<file path="src/mbrtu_pkg.sv">
package mbrtu_pkg;

  // Fixed protocol constants
  localparam logic [7:0]  FUNC_CODE = 8'h46;
  localparam logic [15:0] CRC_INIT  = 16'hFFFF;
  localparam logic [15:0] CRC_POLY  = 16'hA001;

  // Position of the byte being sent within the current command
  typedef logic [3:0] step_t;

  localparam step_t STEP_SLAVE   = 4'd0;
  localparam step_t STEP_FUNC    = 4'd1;
  localparam step_t STEP_ADDR_HI = 4'd2;
  localparam step_t STEP_ADDR_LO = 4'd3;
  localparam step_t STEP_CNT_HI  = 4'd4;
  localparam step_t STEP_CNT_LO  = 4'd5;
  localparam step_t STEP_BODY    = 4'd6;  // length byte of a header, or one data byte
  localparam step_t STEP_CRC_LO  = 4'd7;
  localparam step_t STEP_CRC_HI  = 4'd8;

  // Classified item handed from front to back
  typedef struct packed {
    logic        is_start;  // header command, else one data byte
    logic        closes;    // CRC bytes follow the body byte
    logic [7:0]  slave;
    logic [15:0] addr;
    logic [15:0] cnt;
    logic [7:0]  body;      // clamped length or data byte
  } cmd_t;

  // CRC-16/MODBUS update by one byte, reflected
  function automatic logic [15:0] crc16_fold(input logic [15:0] crc, input logic [7:0] b);
    logic [15:0] c;
    c = crc ^ {8'h00, b};
    for (int k = 0; k < 8; k++) begin
      if (c[0]) begin
        c = (c >> 1) ^ CRC_POLY;
      end else begin
        c = c >> 1;
      end
    end
    return c;
  endfunction

endpackage

</file>
<file path="src/modbus_rtu_write_frame_builder.sv">
// Modbus RTU request builder for function 0x46 with CRC-16/MODBUS. A start
// item (kind 0) produces seven header bytes (slave, 0x46, address hi/lo,
// count hi/lo, clamped length) and, if the length is zero, the two CRC bytes
// at once; each data item (kind 1) inside an open frame produces its byte and,
// on the last one, CRC low then CRC high with frame_end set. Data items with
// no open frame are dropped; a new start abandons an open frame. The output
// serializer sends one byte per cycle while out_stall_i is low, so data items
// sustain one per cycle unless stalled; a start item holds the output for its
// header bytes (and CRC bytes at zero length). Items are classified on entry,
// queued in a QUEUE_DEPTH-entry queue; in_stall_o rises only while it is full.
module modbus_rtu_write_frame_builder import mbrtu_pkg::*; #(
  parameter int MAX_PAYLOAD = 246,
  parameter int QUEUE_DEPTH = 4
) (
  input  logic        clk_i,
  input  logic        rst_ni,
  input  logic        in_valid_i,
  output logic        in_stall_o,
  input  logic        kind_i,
  input  logic [7:0]  slave_address_i,
  input  logic [15:0] register_address_i,
  input  logic [15:0] register_count_i,
  input  logic [7:0]  payload_length_i,
  input  logic [7:0]  payload_byte_i,
  output logic        out_valid_o,
  input  logic        out_stall_i,
  output logic [7:0]  frame_byte_o,
  output logic        frame_end_o
);

  logic accept, push, pop, q_empty, q_full;
  cmd_t cmd_in, cmd_head;

  assign in_stall_o = q_full;
  assign accept     = in_valid_i && !q_full;

  // Classify items
  mbrtu_front #(
    .MAX_PAYLOAD(MAX_PAYLOAD)
  ) u_front (
    .clk_i              (clk_i),
    .rst_ni             (rst_ni),
    .accept_i           (accept),
    .kind_i             (kind_i),
    .slave_address_i    (slave_address_i),
    .register_address_i (register_address_i),
    .register_count_i   (register_count_i),
    .payload_length_i   (payload_length_i),
    .payload_byte_i     (payload_byte_i),
    .push_o             (push),
    .cmd_o              (cmd_in)
  );

  // Command queue
  mbrtu_queue #(
    .DEPTH(QUEUE_DEPTH)
  ) u_queue (
    .clk_i   (clk_i),
    .rst_ni  (rst_ni),
    .push_i  (push),
    .data_i  (cmd_in),
    .pop_i   (pop),
    .head_o  (cmd_head),
    .empty_o (q_empty),
    .full_o  (q_full)
  );

  // Byte serializer and CRC
  mbrtu_back u_back (
    .clk_i        (clk_i),
    .rst_ni       (rst_ni),
    .cmd_valid_i  (!q_empty),
    .cmd_i        (cmd_head),
    .pop_o        (pop),
    .out_valid_o  (out_valid_o),
    .out_stall_i  (out_stall_i),
    .frame_byte_o (frame_byte_o),
    .frame_end_o  (frame_end_o)
  );

endmodule

</file>
<file path="src/mbrtu_front.sv">
module mbrtu_front import mbrtu_pkg::*; #(
  parameter int MAX_PAYLOAD = 246
) (
  input  logic        clk_i,
  input  logic        rst_ni,
  input  logic        accept_i,
  input  logic        kind_i,
  input  logic [7:0]  slave_address_i,
  input  logic [15:0] register_address_i,
  input  logic [15:0] register_count_i,
  input  logic [7:0]  payload_length_i,
  input  logic [7:0]  payload_byte_i,
  output logic        push_o,
  output cmd_t        cmd_o
);

  localparam logic [7:0] MaxLen = 8'(MAX_PAYLOAD);

  logic [7:0] remaining_q, remaining_d;
  logic       open_q, open_d;
  logic [7:0] len_clamped;
  logic       in_frame;

  assign len_clamped = (payload_length_i > MaxLen) ? MaxLen : payload_length_i;
  assign in_frame    = open_q && (remaining_q != 8'd0);

  // Classify the item and track the open frame
  always_comb begin
    remaining_d = remaining_q;
    open_d      = open_q;
    push_o      = 1'b0;
    cmd_o.is_start = ~kind_i;
    cmd_o.slave    = slave_address_i;
    cmd_o.addr     = register_address_i;
    cmd_o.cnt      = register_count_i;
    cmd_o.body     = kind_i ? payload_byte_i : len_clamped;
    cmd_o.closes   = kind_i ? (remaining_q == 8'd1) : (len_clamped == 8'd0);
    if (accept_i) begin
      if (!kind_i) begin
        push_o      = 1'b1;
        remaining_d = len_clamped;
        open_d      = (len_clamped != 8'd0);
      end else if (in_frame) begin
        push_o      = 1'b1;
        remaining_d = remaining_q - 8'd1;
        open_d      = (remaining_q != 8'd1);
      end else begin
        // data byte with no frame open: dropped
        remaining_d = 8'd0;
        open_d      = 1'b0;
      end
    end
  end

  always_ff @(posedge clk_i or negedge rst_ni) begin
    if (!rst_ni) begin
      remaining_q <= 8'd0;
      open_q      <= 1'b0;
    end else begin
      remaining_q <= remaining_d;
      open_q      <= open_d;
    end
  end

endmodule

</file>
<file path="src/mbrtu_queue.sv">
module mbrtu_queue import mbrtu_pkg::*; #(
  parameter int DEPTH = 4
) (
  input  logic clk_i,
  input  logic rst_ni,
  input  logic push_i,
  input  cmd_t data_i,
  input  logic pop_i,
  output cmd_t head_o,
  output logic empty_o,
  output logic full_o
);

  localparam int PtrW = (DEPTH > 1) ? $clog2(DEPTH) : 1;
  localparam int CntW = $clog2(DEPTH + 1);
  localparam logic [PtrW-1:0] LastIdx = PtrW'(DEPTH - 1);

  cmd_t            mem_q [DEPTH];
  logic [PtrW-1:0] wptr_q, rptr_q;
  logic [CntW-1:0] count_q;
  logic            do_push, do_pop;

  assign empty_o = (count_q == '0);
  assign full_o  = (count_q == CntW'(DEPTH));
  assign head_o  = mem_q[rptr_q];
  assign do_push = push_i && !full_o;
  assign do_pop  = pop_i && !empty_o;

  // Storage
  always_ff @(posedge clk_i) begin
    if (do_push) begin
      mem_q[wptr_q] <= data_i;
    end
  end

  // Pointers and fill count
  always_ff @(posedge clk_i or negedge rst_ni) begin
    if (!rst_ni) begin
      wptr_q  <= '0;
      rptr_q  <= '0;
      count_q <= '0;
    end else begin
      if (do_push) begin
        wptr_q <= (wptr_q == LastIdx) ? '0 : wptr_q + 1'b1;
      end
      if (do_pop) begin
        rptr_q <= (rptr_q == LastIdx) ? '0 : rptr_q + 1'b1;
      end
      if (do_push && !do_pop) begin
        count_q <= count_q + 1'b1;
      end else if (do_pop && !do_push) begin
        count_q <= count_q - 1'b1;
      end
    end
  end

endmodule

</file>
<file path="src/mbrtu_back.sv">
module mbrtu_back import mbrtu_pkg::*; (
  input  logic       clk_i,
  input  logic       rst_ni,
  input  logic       cmd_valid_i,
  input  cmd_t       cmd_i,
  output logic       pop_o,
  output logic       out_valid_o,
  input  logic       out_stall_i,
  output logic [7:0] frame_byte_o,
  output logic       frame_end_o
);

  logic        cur_valid_q, cur_valid_d;
  cmd_t        cur_q;
  step_t       step_q, step_d;
  logic [15:0] crc_q, crc_d, crc_base;
  logic        out_valid_q;
  logic [7:0]  byte_q;
  logic        end_q;

  logic        advance, act_valid, fire;
  cmd_t        act_cmd;
  step_t       act_step;
  logic [7:0]  act_byte;

  // Current command: held one, or queue head with its first step
  assign advance   = !out_valid_q || !out_stall_i;
  assign act_valid = cur_valid_q || cmd_valid_i;
  assign act_cmd   = cur_valid_q ? cur_q : cmd_i;
  assign act_step  = cur_valid_q ? step_q : (cmd_i.is_start ? STEP_SLAVE : STEP_BODY);
  assign fire      = advance && act_valid;
  assign pop_o     = fire && !cur_valid_q;

  // Byte select
  always_comb begin
    case (act_step)
      STEP_SLAVE:   act_byte = act_cmd.slave;
      STEP_FUNC:    act_byte = FUNC_CODE;
      STEP_ADDR_HI: act_byte = act_cmd.addr[15:8];
      STEP_ADDR_LO: act_byte = act_cmd.addr[7:0];
      STEP_CNT_HI:  act_byte = act_cmd.cnt[15:8];
      STEP_CNT_LO:  act_byte = act_cmd.cnt[7:0];
      STEP_BODY:    act_byte = act_cmd.body;
      STEP_CRC_LO:  act_byte = crc_q[7:0];
      STEP_CRC_HI:  act_byte = crc_q[15:8];
      default:      act_byte = 8'h00;
    endcase
  end

  // Step sequencing and CRC update
  assign crc_base = (act_step == STEP_SLAVE) ? CRC_INIT : crc_q;

  always_comb begin
    cur_valid_d = cur_valid_q;
    step_d      = step_q;
    crc_d       = crc_q;
    if (fire) begin
      cur_valid_d = 1'b1;
      step_d      = act_step + 4'd1;
      case (act_step)
        STEP_BODY: begin
          crc_d = crc16_fold(crc_base, act_byte);
          if (!act_cmd.closes) begin
            cur_valid_d = 1'b0;
          end
        end
        STEP_CRC_LO: begin
          crc_d = crc_q;
        end
        STEP_CRC_HI: begin
          crc_d       = CRC_INIT;
          cur_valid_d = 1'b0;
        end
        default: begin
          crc_d = crc16_fold(crc_base, act_byte);
        end
      endcase
    end
  end

  // Payload registers
  always_ff @(posedge clk_i) begin
    if (pop_o) begin
      cur_q <= cmd_i;
    end
    if (fire) begin
      byte_q <= act_byte;
      end_q  <= (act_step == STEP_CRC_HI);
    end
  end

  // Control registers
  always_ff @(posedge clk_i or negedge rst_ni) begin
    if (!rst_ni) begin
      cur_valid_q <= 1'b0;
      step_q      <= STEP_SLAVE;
      crc_q       <= CRC_INIT;
      out_valid_q <= 1'b0;
    end else begin
      cur_valid_q <= cur_valid_d;
      step_q      <= step_d;
      crc_q       <= crc_d;
      if (fire) begin
        out_valid_q <= 1'b1;
      end else if (advance) begin
        out_valid_q <= 1'b0;
      end
    end
  end

  assign out_valid_o  = out_valid_q;
  assign frame_byte_o = byte_q;
  assign frame_end_o  = end_q;

endmodule

</file>
<file path="config.mk">
export PLATFORM = sky130hd
export DESIGN_NAME = modbus_rtu_write_frame_builder
export DESIGN_NICKNAME = d
export VERILOG_FILES = /design/src/mbrtu_pkg.sv /design/src/modbus_rtu_write_frame_builder.sv /design/src/mbrtu_front.sv /design/src/mbrtu_queue.sv /design/src/mbrtu_back.sv
export SDC_FILE = /design/constraint.sdc
export NUM_CORES = 1
export LEC_CHECK = 0
export BUFFER_PORTS_ARGS = -buffer_cell sky130_fd_sc_hd__buf_2
export CELL_PAD_IN_SITES_DETAIL_PLACEMENT = 1
export CELL_PAD_IN_SITES_GLOBAL_PLACEMENT = 2
export CORE_UTILIZATION = 41
export DETAILED_ROUTE_END_ITERATION = 6
export PLACE_DENSITY = 0.78
export SLEW_MARGIN = 15
export SYNTH_ARGS = -nofsm -noshare
export SYNTH_HDL_FRONTEND = slang
export SYNTH_SLANG_ARGS = --single-unit
export TNS_END_PERCENT = 100
</file>
<file path="constraint.sdc">
create_clock -name clk_i -period 5.49 [get_ports clk_i]
set_input_delay 0.2745 -clock clk_i [delete_from_list [all_inputs] [get_ports clk_i]]
set_output_delay 0.2745 -clock clk_i [all_outputs]
set_load 0.1 [all_outputs]
</file>
## Word-level counts from Yosys, hierarchy flattened

Memory sizes are Yosys's and may differ from the RTL's.
Cells that the tools add are included.

- Output and inout bits: 11
- Bits in registers: 96
- RAM bits: 200
- Logic and storage cells: 150
- Memories kept: 1
- Memory bits (read-only): 0
- Latch bits: 0

- Equal/unequal tests: 13
- Divide/modulo/power cells: 0
- Bitwise logic cells: 18
- Reductions and logical operators: 26
- Multiply operators: 0
- Shift-type cells: 0
- Order comparisons: 1
- Mux-type cells: 69
- Add/subtract/negate cells: 6

Memories:

| memory | words | bits a word | read ports | clocked after Yosys merged registers in | wr ports | line | text |
|---|---|---|---|---|---|---|---|
| u_queue.mem_q | 4 | 50 | 1 | 0 | 1 | mbrtu_queue.sv:18 | `cmd_t mem_q [DEPTH];` |

Operators with widths:

| operator | number |
|---|---|
| 16-bit two-way mux | 44 |
| 8-bit case mux with 9 select lines | 1 |
| 49-bit two-way mux | 1 |
| 16-bit case mux with 3 select lines | 1 |
| 2-bit NOT with 3-bit output | 15 |
| 8-bit two-way mux | 4 |
| 4-bit by 3-bit equality test with 1-bit output, second input constant | 4 |
| 8-bit nonzero test | 2 |
| 16-bit by 8-bit XOR with 16-bit output | 1 |
| 1-bit two-way mux | 11 |
| 3-bit two-way mux | 3 |
| 4-bit by 2-bit equality test with 1-bit output, second input constant | 2 |
| 8-bit by 1-bit equality test with 1-bit output, second input constant | 1 |
| 8-bit > comparator, second input constant | 1 |
| 1-bit logical AND | 8 |
| 8-bit logical NOT | 1 |
| 8-bit by 1-bit inequality test with 1-bit output, second input constant | 1 |
| 8-bit by 1-bit subtractor with 8-bit output, second input constant | 1 |
| 1-bit logical NOT | 7 |
| 2-bit by 1-bit adder with 2-bit output, second input constant | 2 |
| 4-bit by 1-bit adder with 4-bit output, second input constant | 1 |
| 2-bit equality test, second input constant | 2 |
| 4-bit by 1-bit equality test with 1-bit output, second input constant | 1 |
| 4-bit equality test, second input constant | 1 |
| 13 further kinds | 17 |

## Longest topological paths before layout

Gate-level depths: netlist (run 1).
An unclocked memory read counts as a cell.

- Word-level depth: 37
- Mapped depth: 19

## Modules after synthesis

From an unflattened synthesis (run 1), not the netlist that was laid out.

- Cells, all modules: 773
- Area, all modules: 12992.5 µm²

Modules (own cells, without submodules):

| module | area an instance (µm²) | sequential area each (µm²) | cells each | instances |
|---|---|---|---|---|
| mbrtu_queue | 7723.7 | 6180.9 | 299 | 1 |
| mbrtu_back | 4186.5 | 2312.2 | 334 | 1 |
| mbrtu_front | 1064.8 | 225.2 | 138 | 1 |
| modbus_rtu_write_frame_builder | 17.5 | 0.0 | 2 | 1 |

## Least setup slack after synthesis (run 1)

No wires, ideal clock.

- Path type: register to register
- From: reg u_back.cur_valid_q
- To: reg u_queue.count_q[1]
- Setup time: 125 ps
- Clock period less this slack: 5294 ps
- Buffers on the path: 4
- Arrival: 5170 ps
- Slack: 196 ps
- Data required time: 5365 ps
- Stages on the path, launching flop included: 12
- Cell sequence: dfrtp_1 -> clkbuf_1 -> clkbuf_1 -> clkbuf_1 -> clkbuf_1 -> o21ai_0 -> nor2_1 -> inv_1 -> ha_1 -> inv_1 -> fa_1 -> mux2_2

- Cells in the longest elaborated chain, start to end: 7
- Elaborated cells between the ends (all ways): 10

RTL lines:

| what | line | text |
|---|---|---|
| from (decl) | mbrtu_back.sv:13 | `logic cur_valid_q, cur_valid_d;` |
| from (signal assigned) | mbrtu_back.sv:100 | `cur_valid_q <= cur_valid_d;` |
| 1-bit logical OR | mbrtu_back.sv:28 | `assign act_valid = cur_valid_q \|\| cmd_valid_i;` |
| 1-bit logical AND | mbrtu_back.sv:31 | `assign fire = advance && act_valid;` |
| 1-bit logical AND * | mbrtu_back.sv:32 | `assign pop_o = fire && !cur_valid_q;` |
| via pop | modbus_rtu_write_frame_builder.sv:31 | `logic accept, push, pop, q_empty, q_full;` |
| 1-bit logical AND * | mbrtu_queue.sv:27 | `assign do_pop = pop_i && !empty_o;` |
| 1-bit logical NOT | mbrtu_queue.sv:49 | `if (do_push && !do_pop) begin` |
| 1-bit logical AND | mbrtu_queue.sv:49 |  |
| 3-bit two-way mux or 2-bit nonzero test (tied branches) | -- |  |
| to (signal assigned) | mbrtu_queue.sv:50 | `count_q <= count_q + 1'b1;` |
| to (signal assigned) | mbrtu_queue.sv:52 | `count_q <= count_q - 1'b1;` |
| to (decl) | mbrtu_queue.sv:20 | `logic [CntW-1:0] count_q;` |

Mark *: on every way through the listed nets, which the timed path passes. The rest lies on a longest branch.
A chain may end at the register's enable or synchronous reset.

## Worst setup path after layout (run 1)

- From: reg u_queue.rptr_q[0]
- To: reg u_back.crc_q[14]

- Cells in the longest elaborated chain, start to end: 30
- Elaborated cells between the ends (all ways): 73

RTL lines:

| what | line | text |
|---|---|---|
| from (decl) | mbrtu_queue.sv:19 | `logic [PtrW-1:0] wptr_q, rptr_q;` |
| from (signal assigned) | mbrtu_queue.sv:47 | `rptr_q <= (rptr_q == LastIdx) ? '0 : rptr_q + 1'b1;` |
| memory read 4 x 50 bit * | -- |  |
| 3-bit two-way mux | mbrtu_back.sv:30 | `assign act_step = cur_valid_q ? step_q : (cmd_i.is_start ? STEP_SLAVE : STEP_BODY);` |
| 4-bit two-way mux | mbrtu_back.sv:30 |  |
| 4-bit equality test, or another cell as far along | mbrtu_back.sv:36, mbrtu_back.sv:60 |  |
| 8-bit case mux with 9 select lines or 16-bit two-way mux (tied branches) | mbrtu_back.sv:36, mbrtu_back.sv:51 |  |
| 16-bit by 8-bit XOR with 16-bit output | mbrtu_pkg.sv:34 | `c = crc ^ {8'h00, b};` |
| 16-bit two-way mux or 2-bit NOT with 3-bit output (tied branches) | -- |  |
| 16-bit two-way mux (on tied branches) | mbrtu_back.sv:60, mbrtu_pkg.sv:36 |  |
| [14 not listed] | -- |  |
| 16-bit two-way mux | mbrtu_pkg.sv:36 | `if (c[0]) begin` |
| 16-bit two-way mux | mbrtu_back.sv:60 | `case (act_step)` |
| 16-bit two-way mux | mbrtu_back.sv:57 | `if (fire) begin` |
| 16-bit two-way mux | mbrtu_pkg.sv:36 |  |
| 16-bit two-way mux | mbrtu_back.sv:60 |  |
| 16-bit two-way mux | mbrtu_back.sv:57 |  |
| 16-bit two-way mux | mbrtu_pkg.sv:36 |  |
| 16-bit case mux with 3 select lines | mbrtu_back.sv:60 |  |
| to (signal assigned) | mbrtu_back.sv:102 | `crc_q <= crc_d;` |
| to (decl) | mbrtu_back.sv:16 | `logic [15:0] crc_q, crc_d, crc_base;` |

Mark *: on every way between the ends. The rest lies on a longest branch, timed or not. The select of a mux whose other input is x is not followed.

==> results of run 1 <==
[worst max-delay path, stage by stage (launching register included)]
cell	delay (ns)
dfrtp_4	0.42
mux4_2	0.66
and2_1	0.24
a21oi_1	0.27
inv_1	0.12
ha_1	0.40
and3b_1	0.32
a22oi_1	0.20
a31oi_1	0.17
nor4_1	0.44
o2111ai_1	0.20
nand2_1	0.18
xor2_1	0.24
xnor3_2	0.42
xnor2_1	0.14
a21oi_1	0.15
[worst paths after layout]
check	from	end	slack (ns)
worst max-delay path	u_queue.rptr_q[0]	u_back.crc_q[14]	0.83
worst min register to register	u_queue.count_q[2]	u_queue.count_q[2]	0.48
max in group asynchronous	rst_ni	u_queue.rptr_q[0]	4.75
min in group asynchronous	rst_ni	u_back.step_q[1]	0.32
worst max register to register	u_queue.rptr_q[0]	u_back.crc_q[14]	0.83
worst min-delay path	out_stall_i	u_back.out_valid_o	0.04
[cells in the final DEF, fill, tap and decap left out, drive strengths merged, types with 4 or more instances in the layout]
master and count:
a21o 5, a21oi 49, a222oi 5, a22o 5, a22oi 13, a31oi 4
and2 7, buf 89, clkbuf 40, clkinv 13, dfrtp 22, dfstp 16
dlygate4sd3 43, edfxtp 258, ha 13, inv 21, mux2 37, mux2i 20
mux4 37, nand2 40, nand3 8, nand3b 4, nor2 63, nor2b 5
nor3 8, nor3b 7, o21ai 30, o22a 6, o22ai 4, xnor2 19
xor2 9
[flip-flops by register name (all words and copies together), names as in the netlist]
| name | cells |
|---|---|
| u_queue.wptr_q | 2 |
| u_front.open_q | 1 |
| u_queue.rptr_q | 2 |
| u_back.frame_byte_o | 8 |
| u_back.step_q | 4 |
| u_back.out_valid_o | 1 |
| u_queue.mem_q | 200 |
| u_back.crc_q | 16 |
| u_back.frame_end_o | 1 |
| u_back.cur_q | 49 |
| u_back.cur_valid_q | 1 |
| u_queue.count_q | 3 |
| u_front.remaining_q | 8 |
[where the power goes]
group / internal [mW] / switching [mW] / leakage (nW)
clock network: 1.17 / 0.849 / 0.483
registers: 3.11 / 0.246 / 2.79
logic: 1.48 / 2.12 / 1.91
total: 5.76 / 3.22 / 5.18
[synthesized netlist by cell type (7+ instances only)]
cell type / number
edfxtp_1: 258
nor2_1: 62
a21oi_1: 49
nand2_1: 40
mux4_2: 37
mux2_2: 36
o21ai_0: 28
dfrtp_1: 22
clkbuf_1: 21
mux2i_1: 20
inv_1: 19
xnor2_1: 19
dfstp_2: 16
buf_2: 15
a22oi_1: 13
ha_1: 13
xor2_1: 9
nand3_1: 8
nor3_1: 8
and2_1: 7
[what timing repair did]
item / in CTS / in global routing
endpoints found under the hold margin: 184 / 0
endpoints found under the setup margin: 0 / 0
hold buffers: 43 / 0
[layout make-up]
type                            instances  area, sq um
Clock buffer                           40        839.6
Fill cell                            2935        15120
Multi-Input combinational cell        442         3646
Inverter                               19        71.32
Sequential cell                       296         8723
Timing Repair Buffer                  132        920.9
Clock inverter                         17        142.6
Tap cell                              390        488.0
[metrics by stage]
stage	util, %	cell area, sq um	std cells
after detailed placement	44.80	13420	1236
after global routing	49.52	14830	1336
after global placement	44.80	13420	1236
final	49.52	14830	1336
after floorplan	-	12610	798
after CTS	49.52	14830	1336
[logic make-up (layout without fill, tap and decap cells)]
group | Yosys count | in the layout
buf+inv | 60 | 208
fa+ha+maj | 14 | 14
compound gates | 147 | 147
flops | 296 | 296
mux | 94 | 94
simple gates | 158 | 158
xor+xnor | 29 | 29
[routing by layer]
layer,global-route usage [%],wire length (microns),vias up
met5,0,0,-
met4,4.345,634,0
met3,2.785,1292,39
met2,32.44,14350,170
met1,26.33,12950,3760
li1,-,-,3352
==> flow_summary.json, run 1 <==
{
  "outcome": "completed",
  "clockRootBuffer": "clkbuf_16",
  "post-synth-top-area-fraction_pct": 61.42,
  "drive_gt1_share_pct": 24.95,
  "viasPerCell": 5.480,
  "min_period_over_period_pct": 84.95,
  "fp.dieH_microns": 177.4,
  "preCtsSetupSlack_ns": 0.9591,
  "hold-worst-slack_ns": 0.04339,
  "start_util_pct": 42.11,
  "overflow": 0,
  "syn-instance-count": 798,
  "finalPower_mw": 8.977,
  "maxSlewViolCount": 0,
  "core_area_sq_um": 29950,
  "worstPathRequired_ns": 5.98,
  "criticalPathCategory": "register to register",
  "fin_tns_setup_ns": 0,
  "rr_worst_depth": 15,
  "drtIter0Drc": 382,
  "firstDrtPassIters": 5,
  "yosysSeqAreaShare_pct": 69.11,
  "die_x_microns": 177.4,
  "avgSynthCellArea_sq_um": 15.81,
  "cts_setup_buffers": 0,
  "cts_tree": "done",
  "p_leak_nw": 5.175,
  "ant_nets": 0,
  "critical_path_arrival_ns": 5.16,
  "synth_ff_type": "edfxtp_1",
  "synth_compound_area_share_pct": 7.786,
  "clk_pin_slew_ns": 0.06,
  "ir_drop_uv": 511.2,
  "final_nets": 997,
  "slew-limit-headroom_pct": 40.65,
  "area_growth_pct": 17.58,
  "fmax_mhz": 214.4,
  "cap_violations": 0,
  "diodes": 0,
  "syn_nets": 873,
  "numCtsBuffers": 31,
  "synth-xor-area-share_pct": 2.133,
  "hold_class": "input port to register",
  "synth_mux_area_share_pct": 11.53,
  "worstMarginPinSlew_ns": 0.8903,
  "grt_start_max_net_pins": 52,
  "clockBufferDepth": 3,
  "setup_violations": 0,
  "htreeDepth": 1,
  "die-area_sq_um": 31470,
  "route.vias.total": 7321,
  "route.detailed.wl_per_inst_microns": 21.88,
  "synth_top_family_by_area": "multiplexers",
  "timing.final.ws_setup_ns": 0.8260,
  "drt_wl_total_microns": 29230,
  "grt_usage_pct": 19.22,
  "power_density_nw_per_um2": 605.3,
  "port_buffers": 71,
  "netlist_top_cells_area": "edfxtp_1, mux4_2, dfrtp_1, dfstp_2, mux2_2",
  "cp_max_fo": 15,
  "rows": 63,
  "grt_pass1_vias": 7807,
  "fin_skew_ns": 0.01113,
  "clkLatencyLatePin_ns": 0.57,
  "hold_viol": 0,
  "synth.distinct_cells": 63,
  "ys_ff_latch": 296,
  "mappedNetlistArea_sq_um": 12610,
  "yosys.area.top_type": "edfxtp_1",
  "synth_edf_count": 258,
  "cp-start-kind": "register",
  "synth-async-reset-ratio_pct": 12.84,
  "layout_min_cycle_time_ns": 4.664,
  "ys_warn_count": 0,
  "routabilityCongestion": 0.8782,
  "cts_resized": 0,
  "yosys.area_share.adder_pct": 1.448,
  "hold_depth": 3,
  "grt_pass1_wl_microns": 45700,
  "drc": 0,
  "clock-sinks": 296,
  "antenna_found_initial": 0,
  "io_pins": 72,
  "dp_hpwl_microns": 19400,
  "rsz0062_at_grt": "no",
  "cp-end-kind": "register",
  "synth-simple-area-share_pct": 5.912
}
Power figures use the tool's default switching activity.
==> run 2: changes to the inputs <==
--- a/config.mk
+++ b/config.mk
@@ -8,9 +8,9 @@
 export BUFFER_PORTS_ARGS = -buffer_cell sky130_fd_sc_hd__buf_2
 export CELL_PAD_IN_SITES_DETAIL_PLACEMENT = 1
 export CELL_PAD_IN_SITES_GLOBAL_PLACEMENT = 2
-export CORE_UTILIZATION = 41
+export CORE_UTILIZATION = 45
 export DETAILED_ROUTE_END_ITERATION = 6
-export PLACE_DENSITY = 0.78
+export PLACE_DENSITY = 0.81
 export SLEW_MARGIN = 15
 export SYNTH_ARGS = -nofsm -noshare
 export SYNTH_HDL_FRONTEND = slang
==> constraint.sdc (replaced) <==
create_clock -name clk_i -period 4.52 [get_ports clk_i]
set_input_delay 0.226 -clock clk_i [delete_from_list [all_inputs] [get_ports clk_i]]
set_output_delay 0.226 -clock clk_i [all_outputs]
set_load 0.1 [all_outputs]
==> flow_summary.json, run 2 (synthesis gave the netlist of run 1 again) <==
{
  "outcome": "completed",
  "stdcell_count": 1326,
  "fin_tns_setup_ns": 0,
  "hold_viol": 0,
  "rr_worst_depth": 14,
  "grt_usage_pct": 21.80,
  "final_common_cell": "edfxtp_1",
  "largest_reg_flops": 200,
  "rsz0062_at_grt": "no",
  "grt_start_max_net_pins": 70,
  "clkLatencyLatePin_ns": 0.57,
  "clockRootBuffer": "clkbuf_16",
  "firstDrtPassIters": 5,
  "layout_common_cells": "edfxtp_1, buf_2, nor2_1, a21oi_1, dlygate4sd3_1",
  "drc": 0,
  "fp.dieH_microns": 169.4,
  "largestRegisters": "u_queue.mem_q (200), u_back.cur_q (49), u_back.crc_q (16)",
  "grt_pass1_vias": 8070,
  "min_to": "u_queue.mem_q[1][5]",
  "critical_path_arrival_ns": 4.67,
  "r2r_slack_ns": 0.32,
  "routabilityCongestion": 0.8530,
  "fmax_mhz": 238.1,
  "area_growth_pct": 18.08,
  "timing.final.ws_setup_ns": 0.3195,
  "drive_gt1_share_pct": 26.21,
  "regToRegEndpoint": "u_back.crc_q[14]",
  "hold_depth": 2,
  "slew-limit-headroom_pct": 35.63,
  "hold-worst-slack_ns": 0.03744,
  "fin_skew_ns": 0.02241,
  "antenna_found_initial": 0,
  "preCtsSetupSlack_ns": 0.3151,
  "io_pins": 72,
  "grt_pass1_wl_microns": 47020,
  "criticalPathCategory": "register to register",
  "clk_pin_slew_ns": 0.07,
  "port_buffers": 71,
  "viasPerCell": 5.651,
  "worstMarginPinSlew_ns": 0.9655,
  "layout_min_cycle_time_ns": 4.200,
  "drtIter0Drc": 563,
  "hp-start": "payload_byte_i[5]",
  "p_leak_nw": 5.222,
  "start_util_pct": 46.29,
  "min_period_over_period_pct": 92.93,
  "overflow": 0,
  "clock-sinks": 296,
  "route.vias.total": 7493,
  "dp_hpwl_microns": 19990,
  "cts_tree": "done",
  "cp-start-kind": "register",
  "final_nets": 1004,
  "reg2reg_from": "u_queue.rptr_q[0]",
  "ant_nets": 0,
  "numCtsBuffers": 31,
  "diodes": 0,
  "setup_violations": 0,
  "cts_setup_buffers": 0,
  "core_area_sq_um": 27250,
  "route.detailed.wl_per_inst_microns": 23.06,
  "numPlacedInstances": 1224,
  "cap_violations": 0,
  "die-area_sq_um": 28710,
  "drt_wl_total_microns": 30580,
  "clockBufferDepth": 3,
  "ir_drop_uv": 519.6,
  "cp_max_fo": 10,
  "power_density_nw_per_um2": 744.2,
  "htreeDepth": 1,
  "hold_class": "input port to register",
  "maxSlewViolCount": 0,
  "die_x_microns": 169.4,
  "cp-end-kind": "register",
  "worstPathRequired_ns": 4.99,
  "top_register": "u_queue.mem_q",
  "rows": 60,
  "fill_cells": 2605
}
-- run 2: changes by cell type in the layout (fill, tap and decap cells not counted), sizes merged --
| cell | before | now |
|---|---|---|
| clkinv | 13 | 17 |
| clkinvlp | 0 | 2 |
| bufinv | 2 | 3 |
| buf | 89 | 95 |
| inv | 21 | 20 |
| clkbuf | 40 | 35 |
| dlygate4sd3 | 43 | 44 |
-- run 2: how the worst max path moves through the flow --
stage | from | slack, ns | to
2_1_floorplan | u_back.cur_valid_q | 0.13 | u_queue.count_q[1]
3_3_place_gp | u_queue.rptr_q[0] | 0.43 | u_back.crc_q[0]
3_5_place_dp | u_queue.rptr_q[0] | 0.32 | u_back.crc_q[0]
4_1_cts | u_queue.rptr_q[0] | 0.25 | u_back.crc_q[14]
5_1_grt | u_queue.rptr_q[0] | 0.03 | u_back.crc_q[14]
6_report | u_queue.rptr_q[0] | 0.32 | u_back.crc_q[14]
-- run 2: per-layer routing --
| metal | vias to the layer above | wire [microns] | track usage [%] |
|---|---|---|---|
| li1 | 3373 | - | - |
| met1 | 3850 | 13210 | 29.03 |
| met2 | 210 | 15130 | 37.00 |
| met3 | 60 | 1547 | 3.591 |
| met4 | 0 | 692 | 6.228 |
| met5 | - | 0 | 0 |
-- run 2: power by group --
group	switching (mW)	internal, mW
Combinational	2.65	1.85
Sequential	0.313	3.78
Clock	1.07	1.43
-- run 2: what timing repair did --
action                                  in CTS  in global routing
hold endpoints to repair                   185                  0
endpoints found under the setup margin       0                  3
hold buffers                                44                  0
gates resized for setup                      0                  1
-- run 2: cell type report --
| cell class | instances | area, sq um | area share [%] |
|---|---|---|---|
| inverters | 19 | 71.32 | 0.4788 |
| well taps | 372 | 465.4 | 3.125 |
| multi-input cells | 442 | 3652 | 24.52 |
| clock inverters | 23 | 203.9 | 1.369 |
| repair buffers | 139 | 988.4 | 6.636 |
| clock buffers | 35 | 790.8 | 5.309 |
| flip-flops and latches | 296 | 8723 | 58.56 |
-- run 2: through the flow --
step | power (mW) | area (sq um) | util (%)
after detailed placement | 8.587 | 13450 | 49.37
after floorplan | 7.393 | 12620 | -
after CTS | 11.15 | 14890 | 54.64
after global routing | 11.63 | 14900 | 54.66
after global placement | 8.422 | 13450 | 49.37
final | 11.09 | 14900 | 54.66
-- run 2: worst max-delay path: stages (launching register included) --
cell	delay, ns
dfrtp_4	0.43
mux4_2	0.51
and2_1	0.20
a21oi_1	0.26
ha_1	0.49
inv_1	0.25
o22ai_1	0.24
nand3_1	0.10
a41o_1	0.25
nand3_1	0.19
xnor2_1	0.12
xnor2_1	0.26
xnor3_2	0.53
xnor2_1	0.18
a21oi_1	0.09
